### src/rtl/ramc_pkg.sv
`timescale 1ns / 1ps
// ---------------------------------------------------------------------------
// ramc_pkg: shared types, constants and microcode for the rational core
// Holds the action codes, the control word layout and the sequencer program.
// ---------------------------------------------------------------------------
package ramc_pkg;

    localparam int DEF_OPERAND_WIDTH = 16;
    localparam int RES_W             = 31;
    localparam int PC_W              = 5;

    typedef enum logic [1:0] {
        ACT_ADD = 2'd0,
        ACT_MUL = 2'd1,
        ACT_EQ  = 2'd2,
        ACT_NE  = 2'd3
    } t_action;

    typedef enum logic [4:0] {
        OP_NOP,
        OP_LDL,
        OP_LDR,
        OP_GCD_GO,
        OP_GCD_WAIT,
        OP_DVN_GO,
        OP_DVN_WAIT,
        OP_DVD_GO,
        OP_DVD_WAIT,
        OP_SAVL,
        OP_SAVR,
        OP_MLA,
        OP_MLB,
        OP_MLD,
        OP_MLN,
        OP_ADD,
        OP_FIN
    } t_uop;

    typedef enum logic [2:0] {
        C_NONE,
        C_ALWAYS,
        C_LBAD,
        C_RBAD,
        C_XZERO,
        C_CMP,
        C_EMPTY,
        C_MUL
    } t_cond;

    typedef struct packed {
        t_uop            op;
        t_cond           cond;
        logic [PC_W-1:0] target;
    } t_uword;

    // program labels
    localparam logic [PC_W-1:0] A_SAVL  = PC_W'(7);
    localparam logic [PC_W-1:0] A_LDR   = PC_W'(8);
    localparam logic [PC_W-1:0] A_SAVR  = PC_W'(15);
    localparam logic [PC_W-1:0] A_MLN   = PC_W'(22);
    localparam logic [PC_W-1:0] A_RED   = PC_W'(24);
    localparam logic [PC_W-1:0] A_FIN   = PC_W'(30);
    localparam logic [PC_W-1:0] A_NONE  = PC_W'(0);

    function automatic t_uword f_uw(t_uop op, t_cond c, logic [PC_W-1:0] t);
        t_uword w;
        w.op     = op;
        w.cond   = c;
        w.target = t;
        return w;
    endfunction

    function automatic t_uword f_ucode(logic [PC_W-1:0] pc);
        t_uword w;
        unique case (pc)
            // reduce left operand
            PC_W'(0):  w = f_uw(OP_LDL,      C_LBAD,   A_LDR);
            PC_W'(1):  w = f_uw(OP_GCD_GO,   C_XZERO,  A_SAVL);
            PC_W'(2):  w = f_uw(OP_GCD_WAIT, C_NONE,   A_NONE);
            PC_W'(3):  w = f_uw(OP_DVN_GO,   C_NONE,   A_NONE);
            PC_W'(4):  w = f_uw(OP_DVN_WAIT, C_NONE,   A_NONE);
            PC_W'(5):  w = f_uw(OP_DVD_GO,   C_NONE,   A_NONE);
            PC_W'(6):  w = f_uw(OP_DVD_WAIT, C_NONE,   A_NONE);
            PC_W'(7):  w = f_uw(OP_SAVL,     C_NONE,   A_NONE);
            // reduce right operand
            PC_W'(8):  w = f_uw(OP_LDR,      C_RBAD,   A_SAVR + PC_W'(1));
            PC_W'(9):  w = f_uw(OP_GCD_GO,   C_XZERO,  A_SAVR);
            PC_W'(10): w = f_uw(OP_GCD_WAIT, C_NONE,   A_NONE);
            PC_W'(11): w = f_uw(OP_DVN_GO,   C_NONE,   A_NONE);
            PC_W'(12): w = f_uw(OP_DVN_WAIT, C_NONE,   A_NONE);
            PC_W'(13): w = f_uw(OP_DVD_GO,   C_NONE,   A_NONE);
            PC_W'(14): w = f_uw(OP_DVD_WAIT, C_NONE,   A_NONE);
            PC_W'(15): w = f_uw(OP_SAVR,     C_NONE,   A_NONE);
            // dispatch
            PC_W'(16): w = f_uw(OP_NOP,      C_CMP,    A_FIN);
            PC_W'(17): w = f_uw(OP_NOP,      C_EMPTY,  A_FIN);
            // add
            PC_W'(18): w = f_uw(OP_MLA,      C_MUL,    A_MLN);
            PC_W'(19): w = f_uw(OP_MLB,      C_NONE,   A_NONE);
            PC_W'(20): w = f_uw(OP_ADD,      C_NONE,   A_NONE);
            PC_W'(21): w = f_uw(OP_MLD,      C_ALWAYS, A_RED);
            // multiply
            PC_W'(22): w = f_uw(OP_MLN,      C_NONE,   A_NONE);
            PC_W'(23): w = f_uw(OP_MLD,      C_NONE,   A_NONE);
            // reduce result
            PC_W'(24): w = f_uw(OP_GCD_GO,   C_XZERO,  A_FIN);
            PC_W'(25): w = f_uw(OP_GCD_WAIT, C_NONE,   A_NONE);
            PC_W'(26): w = f_uw(OP_DVN_GO,   C_NONE,   A_NONE);
            PC_W'(27): w = f_uw(OP_DVN_WAIT, C_NONE,   A_NONE);
            PC_W'(28): w = f_uw(OP_DVD_GO,   C_NONE,   A_NONE);
            PC_W'(29): w = f_uw(OP_DVD_WAIT, C_NONE,   A_NONE);
            default:   w = f_uw(OP_FIN,      C_NONE,   A_NONE);
        endcase
        return w;
    endfunction

endpackage

### src/rtl/ramc_gcd.sv
`timescale 1ns / 1ps
// ---------------------------------------------------------------------------
// ramc_gcd: iterative binary gcd
// One Stein step per cycle; result valid while not busy.
// ---------------------------------------------------------------------------
module ramc_gcd
    import ramc_pkg::*;
#(
    parameter int WIDTH = 2 * DEF_OPERAND_WIDTH
) (
    input  logic             i_clk,
    input  logic             i_rst_n,
    input  logic             i_go,
    input  logic [WIDTH-1:0] i_a,
    input  logic [WIDTH-1:0] i_b,
    output logic             o_busy,
    output logic [WIDTH-1:0] o_g
);

    localparam int KW = $clog2(WIDTH + 1);

    logic             r_busy;
    logic [WIDTH-1:0] r_a;
    logic [WIDTH-1:0] r_b;
    logic [KW-1:0]    r_k;
    logic [WIDTH-1:0] r_g;
    logic             a_ge_b;

    assign a_ge_b = (r_a >= r_b);

    always_ff @(posedge i_clk) begin
        if (!i_rst_n) begin
            r_busy <= 1'b0;
        end else if (i_go) begin
            r_busy <= 1'b1;
            r_a    <= i_a;
            r_b    <= i_b;
            r_k    <= '0;
        end else if (r_busy) begin
            if (r_a == '0 || r_b == '0) begin
                r_busy <= 1'b0;
                r_g    <= (r_a | r_b) << r_k;
            end else if (!r_a[0] && !r_b[0]) begin
                r_a <= r_a >> 1;
                r_b <= r_b >> 1;
                r_k <= r_k + KW'(1);
            end else if (!r_a[0]) begin
                r_a <= r_a >> 1;
            end else if (!r_b[0]) begin
                r_b <= r_b >> 1;
            end else if (a_ge_b) begin
                r_a <= r_a - r_b;
            end else begin
                r_b <= r_b - r_a;
            end
        end
    end

    assign o_busy = r_busy;
    assign o_g    = r_g;

endmodule

### src/rtl/ramc_div.sv
`timescale 1ns / 1ps
// ---------------------------------------------------------------------------
// ramc_div: restoring divider
// One quotient bit per cycle; the quotient is WIDTH bits wide.
// ---------------------------------------------------------------------------
module ramc_div
    import ramc_pkg::*;
#(
    parameter int WIDTH = 2 * DEF_OPERAND_WIDTH
) (
    input  logic             i_clk,
    input  logic             i_rst_n,
    input  logic             i_go,
    input  logic [WIDTH-1:0] i_dividend,
    input  logic [WIDTH-1:0] i_divisor,
    output logic             o_busy,
    output logic [WIDTH-1:0] o_quot
);

    localparam int CW = $clog2(WIDTH + 1);

    logic             r_busy;
    logic [CW-1:0]    r_cnt;
    logic [WIDTH-1:0] r_rem;
    logic [WIDTH-1:0] r_q;
    logic [WIDTH-1:0] r_dvs;
    logic [WIDTH:0]   rem_sh;
    logic [WIDTH:0]   diff;

    assign rem_sh = {r_rem, r_q[WIDTH-1]};
    assign diff   = rem_sh - {1'b0, r_dvs};

    always_ff @(posedge i_clk) begin
        if (!i_rst_n) begin
            r_busy <= 1'b0;
        end else if (i_go) begin
            r_busy <= 1'b1;
            r_cnt  <= CW'(WIDTH);
            r_rem  <= '0;
            r_q    <= i_dividend;
            r_dvs  <= i_divisor;
        end else if (r_busy) begin
            if (!diff[WIDTH]) begin
                r_rem <= diff[WIDTH-1:0];
                r_q   <= {r_q[WIDTH-2:0], 1'b1};
            end else begin
                r_rem <= rem_sh[WIDTH-1:0];
                r_q   <= {r_q[WIDTH-2:0], 1'b0};
            end
            r_cnt <= r_cnt - CW'(1);
            if (r_cnt == CW'(1)) begin
                r_busy <= 1'b0;
            end
        end
    end

    assign o_busy = r_busy;
    assign o_quot = r_q;

endmodule

### src/rtl/rational_add_multiply_compare_core.sv
`timescale 1ns / 1ps
// ---------------------------------------------------------------------------
// rational_add_multiply_compare_core: rational add / multiply / compare
// Microcoded sequencer driving a small datapath with a gcd and a divider.
// ---------------------------------------------------------------------------
// An item is taken when start is high and busy is low. Its single result word
// appears once the sequencer reaches its final step; o_valid is high with it
// for exactly one cycle and the receiver cannot stall it. One item is in work
// at a time. The sequencer walks up to three fraction reductions. Each is a
// binary gcd on 2*OPERAND_WIDTH-bit words, one step per cycle, followed by
// two restoring divides of the numerator and the denominator by the gcd, with
// load, start and wait steps between. A compare of two empty operands skips
// both reductions and goes from the dispatch step straight to the final step.
// A zero numerator skips its reduction. busy drops in the cycle the result is
// shown, so the next start may be given then.
// ---------------------------------------------------------------------------
module rational_add_multiply_compare_core
    import ramc_pkg::*;
#(
    parameter int OPERAND_WIDTH = DEF_OPERAND_WIDTH
) (
    input  logic                            i_clk,
    input  logic                            i_rst_n,
    input  logic                            start,
    output logic                            busy,
    input  logic [1:0]                      i_action,
    input  logic signed [OPERAND_WIDTH-1:0] i_left_num,
    input  logic signed [OPERAND_WIDTH-1:0] i_left_den,
    input  logic signed [OPERAND_WIDTH-1:0] i_right_num,
    input  logic signed [OPERAND_WIDTH-1:0] i_right_den,
    output logic                            o_valid,
    output logic [RES_W-1:0]                o_result_num,
    output logic [RES_W-1:0]                o_result_den,
    output logic                            o_result_empty,
    output logic                            o_compare_true
);

    localparam int W  = OPERAND_WIDTH;
    localparam int PW = 2 * OPERAND_WIDTH;

    logic            r_busy;
    logic [PC_W-1:0] r_pc;
    logic [PC_W-1:0] n_pc;
    t_action         r_act;
    logic [W-1:0]    r_ln;
    logic [W-1:0]    r_ld;
    logic [W-1:0]    r_rn;
    logic [W-1:0]    r_rd;
    logic            r_lok;
    logic            r_rok;
    logic [PW-1:0]   r_x;
    logic [PW-1:0]   r_y;

    logic            r_valid;
    logic [RES_W-1:0] r_num;
    logic [RES_W-1:0] r_den;
    logic            r_empty;
    logic            r_cmp;

    t_uword          uw;
    logic            take;
    logic            stall;
    logic            accept;
    logic            both;
    logic            same;
    logic            gcd_go;
    logic            gcd_busy;
    logic [PW-1:0]   gcd_g;
    logic            div_go;
    logic            div_busy;
    logic [PW-1:0]   div_q;
    logic [PW-1:0]   div_dividend;
    logic [W-1:0]    mul_a;
    logic [W-1:0]    mul_b;
    logic [PW-1:0]   mul_p;

    assign accept = start && !r_busy;
    assign uw     = f_ucode(r_pc);
    assign both   = r_lok && r_rok;
    assign same   = (r_ln == r_rn) && (r_ld == r_rd);

    always_comb begin
        unique case (uw.cond)
            C_NONE:   take = 1'b0;
            C_ALWAYS: take = 1'b1;
            C_LBAD:   take = !r_lok;
            C_RBAD:   take = !r_rok;
            C_XZERO:  take = (r_x == '0);
            C_CMP:    take = r_act[1];
            C_EMPTY:  take = !both;
            C_MUL:    take = (r_act == ACT_MUL);
        endcase
    end

    assign stall = ((uw.op == OP_GCD_WAIT) && gcd_busy) ||
                   (((uw.op == OP_DVN_WAIT) || (uw.op == OP_DVD_WAIT)) && div_busy);

    always_comb begin
        priority if (stall) begin
            n_pc = r_pc;
        end else if (take) begin
            n_pc = uw.target;
        end else begin
            n_pc = r_pc + PC_W'(1);
        end
    end

    assign gcd_go       = r_busy && (uw.op == OP_GCD_GO) && (r_x != '0);
    assign div_go       = r_busy && ((uw.op == OP_DVN_GO) || (uw.op == OP_DVD_GO));
    assign div_dividend = (uw.op == OP_DVD_GO) ? r_y : r_x;

    always_comb begin
        unique case (uw.op)
            OP_MLA: begin
                mul_a = r_ln;
                mul_b = r_rd;
            end
            OP_MLB: begin
                mul_a = r_ld;
                mul_b = r_rn;
            end
            OP_MLN: begin
                mul_a = r_ln;
                mul_b = r_rn;
            end
            default: begin
                mul_a = r_ld;
                mul_b = r_rd;
            end
        endcase
    end

    assign mul_p = PW'(mul_a) * PW'(mul_b);

    ramc_gcd #(
        .WIDTH (PW)
    ) u_gcd (
        .i_clk   (i_clk),
        .i_rst_n (i_rst_n),
        .i_go    (gcd_go),
        .i_a     (r_x),
        .i_b     (r_y),
        .o_busy  (gcd_busy),
        .o_g     (gcd_g)
    );

    ramc_div #(
        .WIDTH (PW)
    ) u_div (
        .i_clk      (i_clk),
        .i_rst_n    (i_rst_n),
        .i_go       (div_go),
        .i_dividend (div_dividend),
        .i_divisor  (gcd_g),
        .o_busy     (div_busy),
        .o_quot     (div_q)
    );

    always_ff @(posedge i_clk) begin
        if (!i_rst_n) begin
            r_busy  <= 1'b0;
            r_pc    <= '0;
            r_valid <= 1'b0;
        end else begin
            r_valid <= r_busy && (uw.op == OP_FIN);
            if (accept) begin
                r_busy <= 1'b1;
                r_pc   <= '0;
                r_act  <= t_action'(i_action);
                r_ln   <= i_left_num;
                r_ld   <= i_left_den;
                r_rn   <= i_right_num;
                r_rd   <= i_right_den;
                r_lok  <= !i_left_num[W-1] && !i_left_den[W-1] && (i_left_den != '0);
                r_rok  <= !i_right_num[W-1] && !i_right_den[W-1] && (i_right_den != '0);
            end else if (r_busy) begin
                r_pc <= n_pc;
                unique case (uw.op)
                    OP_LDL: begin
                        r_x <= PW'(r_ln);
                        r_y <= PW'(r_ld);
                    end
                    OP_LDR: begin
                        r_x <= PW'(r_rn);
                        r_y <= PW'(r_rd);
                    end
                    OP_DVN_WAIT: begin
                        if (!div_busy) begin
                            r_x <= div_q;
                        end
                    end
                    OP_DVD_WAIT: begin
                        if (!div_busy) begin
                            r_y <= div_q;
                        end
                    end
                    OP_SAVL: begin
                        r_ln <= r_x[W-1:0];
                        r_ld <= r_y[W-1:0];
                    end
                    OP_SAVR: begin
                        r_rn <= r_x[W-1:0];
                        r_rd <= r_y[W-1:0];
                    end
                    OP_MLA, OP_MLN: begin
                        r_x <= mul_p;
                    end
                    OP_MLB, OP_MLD: begin
                        r_y <= mul_p;
                    end
                    OP_ADD: begin
                        r_x <= r_x + r_y;
                    end
                    OP_FIN: begin
                        r_busy  <= 1'b0;
                        if (r_act[1]) begin
                            r_num   <= '0;
                            r_den   <= '0;
                            r_empty <= 1'b0;
                            r_cmp   <= (r_act == ACT_EQ) ? (both && same) : (both && !same);
                        end else if (!both) begin
                            r_num   <= '0;
                            r_den   <= '0;
                            r_empty <= 1'b1;
                            r_cmp   <= 1'b0;
                        end else begin
                            r_num   <= RES_W'(r_x);
                            r_den   <= RES_W'(r_y);
                            r_empty <= 1'b0;
                            r_cmp   <= 1'b0;
                        end
                    end
                    OP_NOP, OP_GCD_GO, OP_GCD_WAIT, OP_DVN_GO, OP_DVD_GO: begin
                    end
                endcase
            end
        end
    end

    assign busy           = r_busy;
    assign o_valid        = r_valid;
    assign o_result_num   = r_num;
    assign o_result_den   = r_den;
    assign o_result_empty = r_empty;
    assign o_compare_true = r_cmp;

    a_accept_busy: assert property (@(posedge i_clk) disable iff (!i_rst_n)
        accept |=> busy)
        else $error("accepted word did not raise busy");

    a_valid_idle: assert property (@(posedge i_clk) disable iff (!i_rst_n)
        o_valid |-> !busy)
        else $error("result shown while still busy");

    a_empty_zero: assert property (@(posedge i_clk) disable iff (!i_rst_n)
        (o_valid && o_result_empty) |-> (o_result_num == '0 && o_result_den == '0
                                         && !o_compare_true))
        else $error("empty result carries nonzero fields");

    a_cmp_fields: assert property (@(posedge i_clk) disable iff (!i_rst_n)
        (o_valid && o_compare_true) |-> (o_result_num == '0 && o_result_den == '0))
        else $error("compare result carries fraction fields");

    a_unit_free: assert property (@(posedge i_clk) disable iff (!i_rst_n)
        (gcd_go |-> !gcd_busy) and (div_go |-> !div_busy))
        else $error("unit started while busy");

endmodule

### config.mk
export PLATFORM = sky130hd
export DESIGN_NAME = rational_add_multiply_compare_core
export DESIGN_NICKNAME = d
export VERILOG_FILES = /design/src/rtl/ramc_pkg.sv /design/src/rtl/ramc_gcd.sv /design/src/rtl/ramc_div.sv /design/src/rtl/rational_add_multiply_compare_core.sv
export SDC_FILE = /design/constraint.sdc
export NUM_CORES = 2
export LEC_CHECK = 0
export BUFFER_PORTS_ARGS = -buffer_cell sky130_fd_sc_hd__buf_2
export CORE_MARGIN = 2
export CORE_UTILIZATION = 50
export CTS_BUF_LIST = sky130_fd_sc_hd__clkbuf_8 sky130_fd_sc_hd__clkbuf_16
export CTS_CLUSTER_DIAMETER = 30
export DETAILED_ROUTE_END_ITERATION = 10
export PLACE_DENSITY = 0.78
export SLEW_MARGIN = 15
export SYNTH_ARGS = -nofsm -noshare
export SYNTH_HDL_FRONTEND = slang
export SYNTH_SLANG_ARGS = --single-unit
### constraint.sdc
create_clock -name i_clk -period 19.1 [get_ports i_clk]
set_input_delay 0.955 -clock i_clk [delete_from_list [all_inputs] [get_ports i_clk]]
set_output_delay 0.955 -clock i_clk [all_outputs]
set_load 0.05 [all_outputs]
======== Word level (Yosys, flattened, before mapping) ========
Memories as Yosys holds them, arrays and structs flattened. A register that Yosys moved wholly into a read port is not among the register bits.
Cells that the tools add are included.
cells by class
  $add $sub $neg .......................... 7
  $mul .................................... 1
  $lt $le $gt $ge ......................... 1
  equality and inequality tests ........... 34
  shifts and indexed selects .............. 1
  multiplexer cells ....................... 56
  bitwise operators ....................... 6
  reduce and logical (&&, ||, !) cells .... 67
operator list
  operator              count
  $mux W32              20
  $mux W16              14
  $pmux W32 S5          1
  $pmux W32 S4          1
  $logic_not A32 Y1     3
  $sub A32 B32 Y32      2
  $eq A5 B4 Y1 const B  8
  $sub A33 B32 Y33      1
  $add A32 B32 Y32      1
  $eq A16 B16 Y1        2
  $ge A32 B32 Y1        1
  $mul A16 B16 Y32      1
  $or A32 B32 Y32       1
  $reduce_bool A16 Y1   2
  $reduce_bool A32 Y1   1
  $shl A32 B6 Y32       1
  $mux W6               4
  $eq A5 B3 Y1 const B  4
  $reduce_and A5 Y1     4
  $logic_and A1 B1 Y1   16
  $reduce_and A4 Y1     4
  $mux W5               3
  $eq A3 B3 Y1 const B  4
  $mux W1               12
  other kinds (25)      62
storage, ports and cells
  bits in registers ....................... 409
  ROM bits ................................ 416
  bits of input ports ..................... 69
  output and inout port bits .............. 66
  logic and storage cells ................. 202
  memories ................................ 1
memories
  memory            depth  width  read ports  clocked after memory_dff  wr ports  RTL line        text
  (name not given)  32     13     1           1                         0         ramc_pkg.sv:75  unique case (pc)

======== Logic depth before layout (Yosys ltp) ========
  depth in word-level cells ............... 8
  depth in mapped cells ................... 31
  gate-level depth less buffers ........... 28

======== By module ========
Synthesis repeated with hierarchy kept, for this count alone.
unflattened totals
  cells, all modules ...................... 3927
  area total of the unflattened synthesis .. 37211.9 um2
modules (own cells, without submodules)
  module                              times used  cells each  area each (um2)  sequential area each (um2)
  rational_add_multiply_compare_core  1           2185        20752.4          6246.0
  ramc_gcd                            1           1203        10447.5          3083.0
  ramc_div                            1           539         6012.0           3083.0

======== Least setup slack after synthesis ========
Ideal clock, no wire load.
  path type ............................... reg-to-reg
  start ................................... reg, netlist name uw[11]
  end ..................................... reg r_x[30] (data pin)
  setup time .............................. 261 ps
  arrival ................................. 7371 ps
  data required time ...................... 18839 ps
  path slack .............................. 11468 ps
  cell stages (with the launch flop) ...... 28
  path buffers ............................ 4
  clock period less this slack ............ 7632 ps
  cell sequence ........................... dfxtp_1 -> clkbuf_1 -> and3_1 -> buf_2 -> buf_1 -> mux2_2 -> clkbuf_1 -> nand2_1 -> fa_1 -> fa_1 -> fa_1 -> fa_1 -> inv_1 -> fa_1 -> inv_1 -> fa_1 -> inv_1 -> ha_1 -> a21o_1 -> a221oi_1 -> o21ai_2 -> a21oi_4 -> a31oi_4 -> a31oi_4 -> o21ai_2 -> a221oi_2 -> xnor2_1 -> a221o_1
on the way
  word-level cells in the longest chain between the ends .. 5
  elaborated cells between the ends (all ways) .. 13
  those cells by class .................... mul: 1; eq/ne: 7; mux: 3; reduce/logical: 2
ends and longest elaborated chain
  item                                    RTL line                                                                              text
  $eq A5 B4 Y1, on equally long branches  rational_add_multiply_compare_core.sv:113, rational_add_multiply_compare_core.sv:178
  $reduce_or A2 Y1 (no line)              n/a
  $mux W16                                rational_add_multiply_compare_core.sv:113                                             unique case (uw.op)
  $mul A16 B16 Y32                        rational_add_multiply_compare_core.sv:133                                             assign mul_p = PW'(mul_a) * PW'(mul_b);
  $pmux W32 S5 (*)                        rational_add_multiply_compare_core.sv:178                                             unique case (uw.op)
  end signal, assigned                    rational_add_multiply_compare_core.sv:180                                             r_x <= PW'(r_ln);
  end signal, assigned                    rational_add_multiply_compare_core.sv:184                                             r_x <= PW'(r_rn);
  end signal, assigned                    rational_add_multiply_compare_core.sv:189                                             r_x <= div_q;
  end, declared                           rational_add_multiply_compare_core.sv:51                                              logic [PW-1:0] r_x;
Every way passes the cells marked *; elsewhere a longest branch is shown, timed or not.
A chain may end at the register's enable or synchronous reset.

======== Worst setup path after layout ========
  start ................................... reg, netlist name uw[10]
  end ..................................... reg r_x[31] (data pin)
on the way
  word-level cells in the longest chain between the ends .. 5
  elaborated cells between the ends (all ways) .. 13
  those cells by class .................... mul: 1; eq/ne: 7; mux: 3; reduce/logical: 2
ends and longest elaborated chain
  item                                    RTL line
  $eq A5 B4 Y1, on equally long branches  rational_add_multiply_compare_core.sv:113, rational_add_multiply_compare_core.sv:178
  $reduce_or A2 Y1 (no line)              n/a
  $mux W16                                rational_add_multiply_compare_core.sv:113
  $mul A16 B16 Y32                        rational_add_multiply_compare_core.sv:133
  $pmux W32 S5 (*)                        rational_add_multiply_compare_core.sv:178
Marked as above.

==> run summary <==
Status - finished, violations left
Violated checks - DRC
Root buf cell - clkbuf_16
Most used cell, CP - fa_1
Share of cells above drive strength 1 - 10.9%
First-pass GRT wire length - 183000 um
Rel. slew slack - 19.7%
Sequential area share after synthesis - 33.6%
Arrival time of the worst setup path - 9.00 ns
DRT Pass-1 Iters - 11
Register area - 0.0124 mm^2
CTS sink cnt - 420
Leading area contributor after synthesis - edfxtp_1
Final count of pins violating max slew - 0
Critical Path RT - 19.47 ns
Hold_sp - u_gcd.o_g[5]
Number of global-route vias before repair - 29900
Die Area - 0.0760 mm^2
Cells after Synth - 3967
Most frequent cells in the layout - nand2_1 (545), inv_1 (408), edfxtp_1 (400)
# nets final - 4595
Initial core utilization - 50.5%
GR Layer Usage met2 - 46.9%
CTS Buffer Depth - 3
Post-route minimum period - 8.63 ns
H-Tree Depth - 3
MaxCap Viol Count - 0
Die Ht - 276 um
Post-CTS Setup Bufs - 0
Final setup fails - 0
Worst r2r path cells - 25
Antenna diodes - 0
Commonest non-fill, non-tap cell in the layout - nand2_1
Final core utilization - 56.8%
Synthesized area - 0.0369 mm^2
Pwr/cell area - 114 mW/mm^2
WL final - 120000 um
Most used routing layer - met2
Iter 0 DRT Violations - 3862
Worst-Margin Slew - 1.17 ns
CTS Buf Count - 86
Syn-to-layout area delta - 12.4%
Multi-input gate area - 0.0224 mm^2
RSZ-0062 raised after global routing - no
Post-cts sizing count - 0
Worst slack, placed - 10.67 ns
Total track usage - 31.7%
CP peak stage delay - 0.96 ns
WL/cell - 23.7 um
Rows - 99
Reg2reg setup slack - 10.47 ns
Highest Clock Rate - 116 MHz
Hold_ws - 0.413 ns
Fin. Hold Viols - 0
Clk Latency, worst-skew pair - 0.65 ns
Worst min path class - flop to flop
Post-synth EDFFs - 400
Total grt overflow - 0
Hold path cells - 0
Placer Congestion - 1.05
Post-DR vias/cell - 6.14
Placed inst area - 0.0385 mm^2
Setup Total Neg Slack - 0 ns
Flops & latches, synth - 420
Worst Hold End - u_div.r_dvs[5]
Met3 Use GR - 7.33%
Leakage power - 17.6 nW
Crit. End Element - flop
Syn Nets - 4509
Ys Warns - 0
M1 GR Usage - 44.0%
Largest net degree at the start of global routing - 75
Fin crit share - 45.2%
Post-route cell area - 0.0415 mm^2
Fillers - 6288
DR DRC count - 11
Antenna viol nets, final - 0
Slowest cell on crit path - and3_2
Reg clk slew, reported paths - 0.05 ns
Max rail drop VDD - 170 uV
R2r endpoint - r_x[31]
Reg-to-Reg Start - uw[10]
IO buf count - 134
FFs w/ async S/R, synth - 0%
Synthesized area per cell - 9.31 um^2
Post-CTS Hold Buffers - 0
Ys flop type - edfxtp_1
Fin worst setup slack - 10.47 ns
Synth unique cells - 104
Setup CP Type - flop to flop
Core area - 0.0731 mm^2
CP Launch Type - flop
Initial antenna violation count - 4
Area contributors post-synth - edfxtp_1 (33%), fa_1 (11%), ha_1 (9.3%)
Clk_skew - 0.0457 ns
CTS tree - yes
Via Count - 31200
Number of I/O pins - 135
Share of the synthesized area in the top cell type - 32.5%
Die Wd - 276 um
DP HPWL - 91000 um
CP max FO - 47
==> cell families after synthesis <==
group	Yosys count	synth area share, %
AOI/OAI and AO/OA	820	15.0
xor gates and xnor gates	177	4.22
adders and majority gates	473	20.1
buffers and inverters	592	6.18
DFF	420	33.6
muxes	155	4.74
and+or+nand+nor	1330	16.2
==> power by group <==
part / switching (mW) / internal (mW) / leakage, nW
clock: 0.555 / 0.953 / 1.42
sequential: 0.0565 / 1.05 / 3.81
combinational: 1.34 / 0.784 / 12.3
==> cell type report <==
type | instances | area share (%)
Timing Repair Buffer | 181 | 2.52
Inverter | 409 | 3.70
Tap cell | 959 | 2.89
Multi-Input combinational cell | 2955 | 53.9
Sequential cell | 420 | 29.9
Clock buffer | 92 | 5.44
Clock inverter | 66 | 1.63
==> worst max-delay path, delay by kind of cell, from the launching register on <==
| family | cells | cell delay [ns] |
|---|---|---|
| fa+ha+maj | 7 | 3.45 |
| flops | 1 | 0.31 |
| simple gates | 5 | 1.85 |
| xor+xnor | 2 | 0.34 |
| buf+inv | 4 | 0.49 |
| compound gates | 7 | 1.88 |
==> flip-flops by register name (all words and copies together), names as in the netlist, 11 cells and up <==
signal / cells
r_ld: 16
r_rd: 16
u_div.r_rem: 32
u_div.r_dvs: 32
uw: 11
r_rn: 16
u_gcd.o_g: 32
u_gcd.r_a: 32
o_result_num: 31
r_y: 32
r_x: 32
u_div.o_quot: 32
o_result_den: 31
r_ln: 16
u_gcd.r_b: 32
==> synth_stat cells (11+ instances only) <==
cell type    n
fa_1       198
o21ai_0    169
nor4_1      53
clkbuf_1   150
a222oi_1    30
a221oi_2    11
edfxtp_1   400
a21boi_0    11
inv_1      402
o21bai_1    31
or3_1       12
and3_1      15
o21ai_1     13
mux2i_1    103
nand2b_1    36
a31oi_1     36
dfxtp_1     20
nand4_1     25
and2_1      90
nor3_1      51
mux2_2      40
a22o_1      18
nand2_1    545
a211oi_1    37
nor2b_1     32
a22oi_1     17
buf_1       11
o31ai_1     14
nor2_1     381
mux4_2      12
xor2_1      62
ha_1       275
o21a_1      22
a21oi_1    240
nand3_1     48
a221oi_1    24
buf_2       15
a21o_1      47
xnor2_1    114
==> through the flow <==
stage                     instances  total power [mW]
after CTS                      5081              4.70
after detailed placement       4923              3.17
final                          5082              4.74
after global placement         4923              3.15
after global routing           5082              4.98
after floorplan                3967              2.56
==> worst max path at each step <==
stage | startpoint | endpoint | slack (ns) | cells past startpoint
floorplan | uw[11] | r_x[30] | 11.47 | 27
CTS | uw[10] | r_x[30] | 10.63 | 26
detailed placement | uw[10] | r_x[30] | 10.67 | 26
global placement | uw[10] | r_x[31] | 10.83 | 27
global route | uw[10] | r_x[31] | 10.06 | 25
finish | uw[10] | r_x[31] | 10.47 | 25
==> metal layers <==
metal	up-vias	routed length, um
met1	15000	49100
met3	323	13500
met4	4	6350
li1	14000	-
met2	1887	51400
met5	-	31
Power figures use the tool's default switching activity.
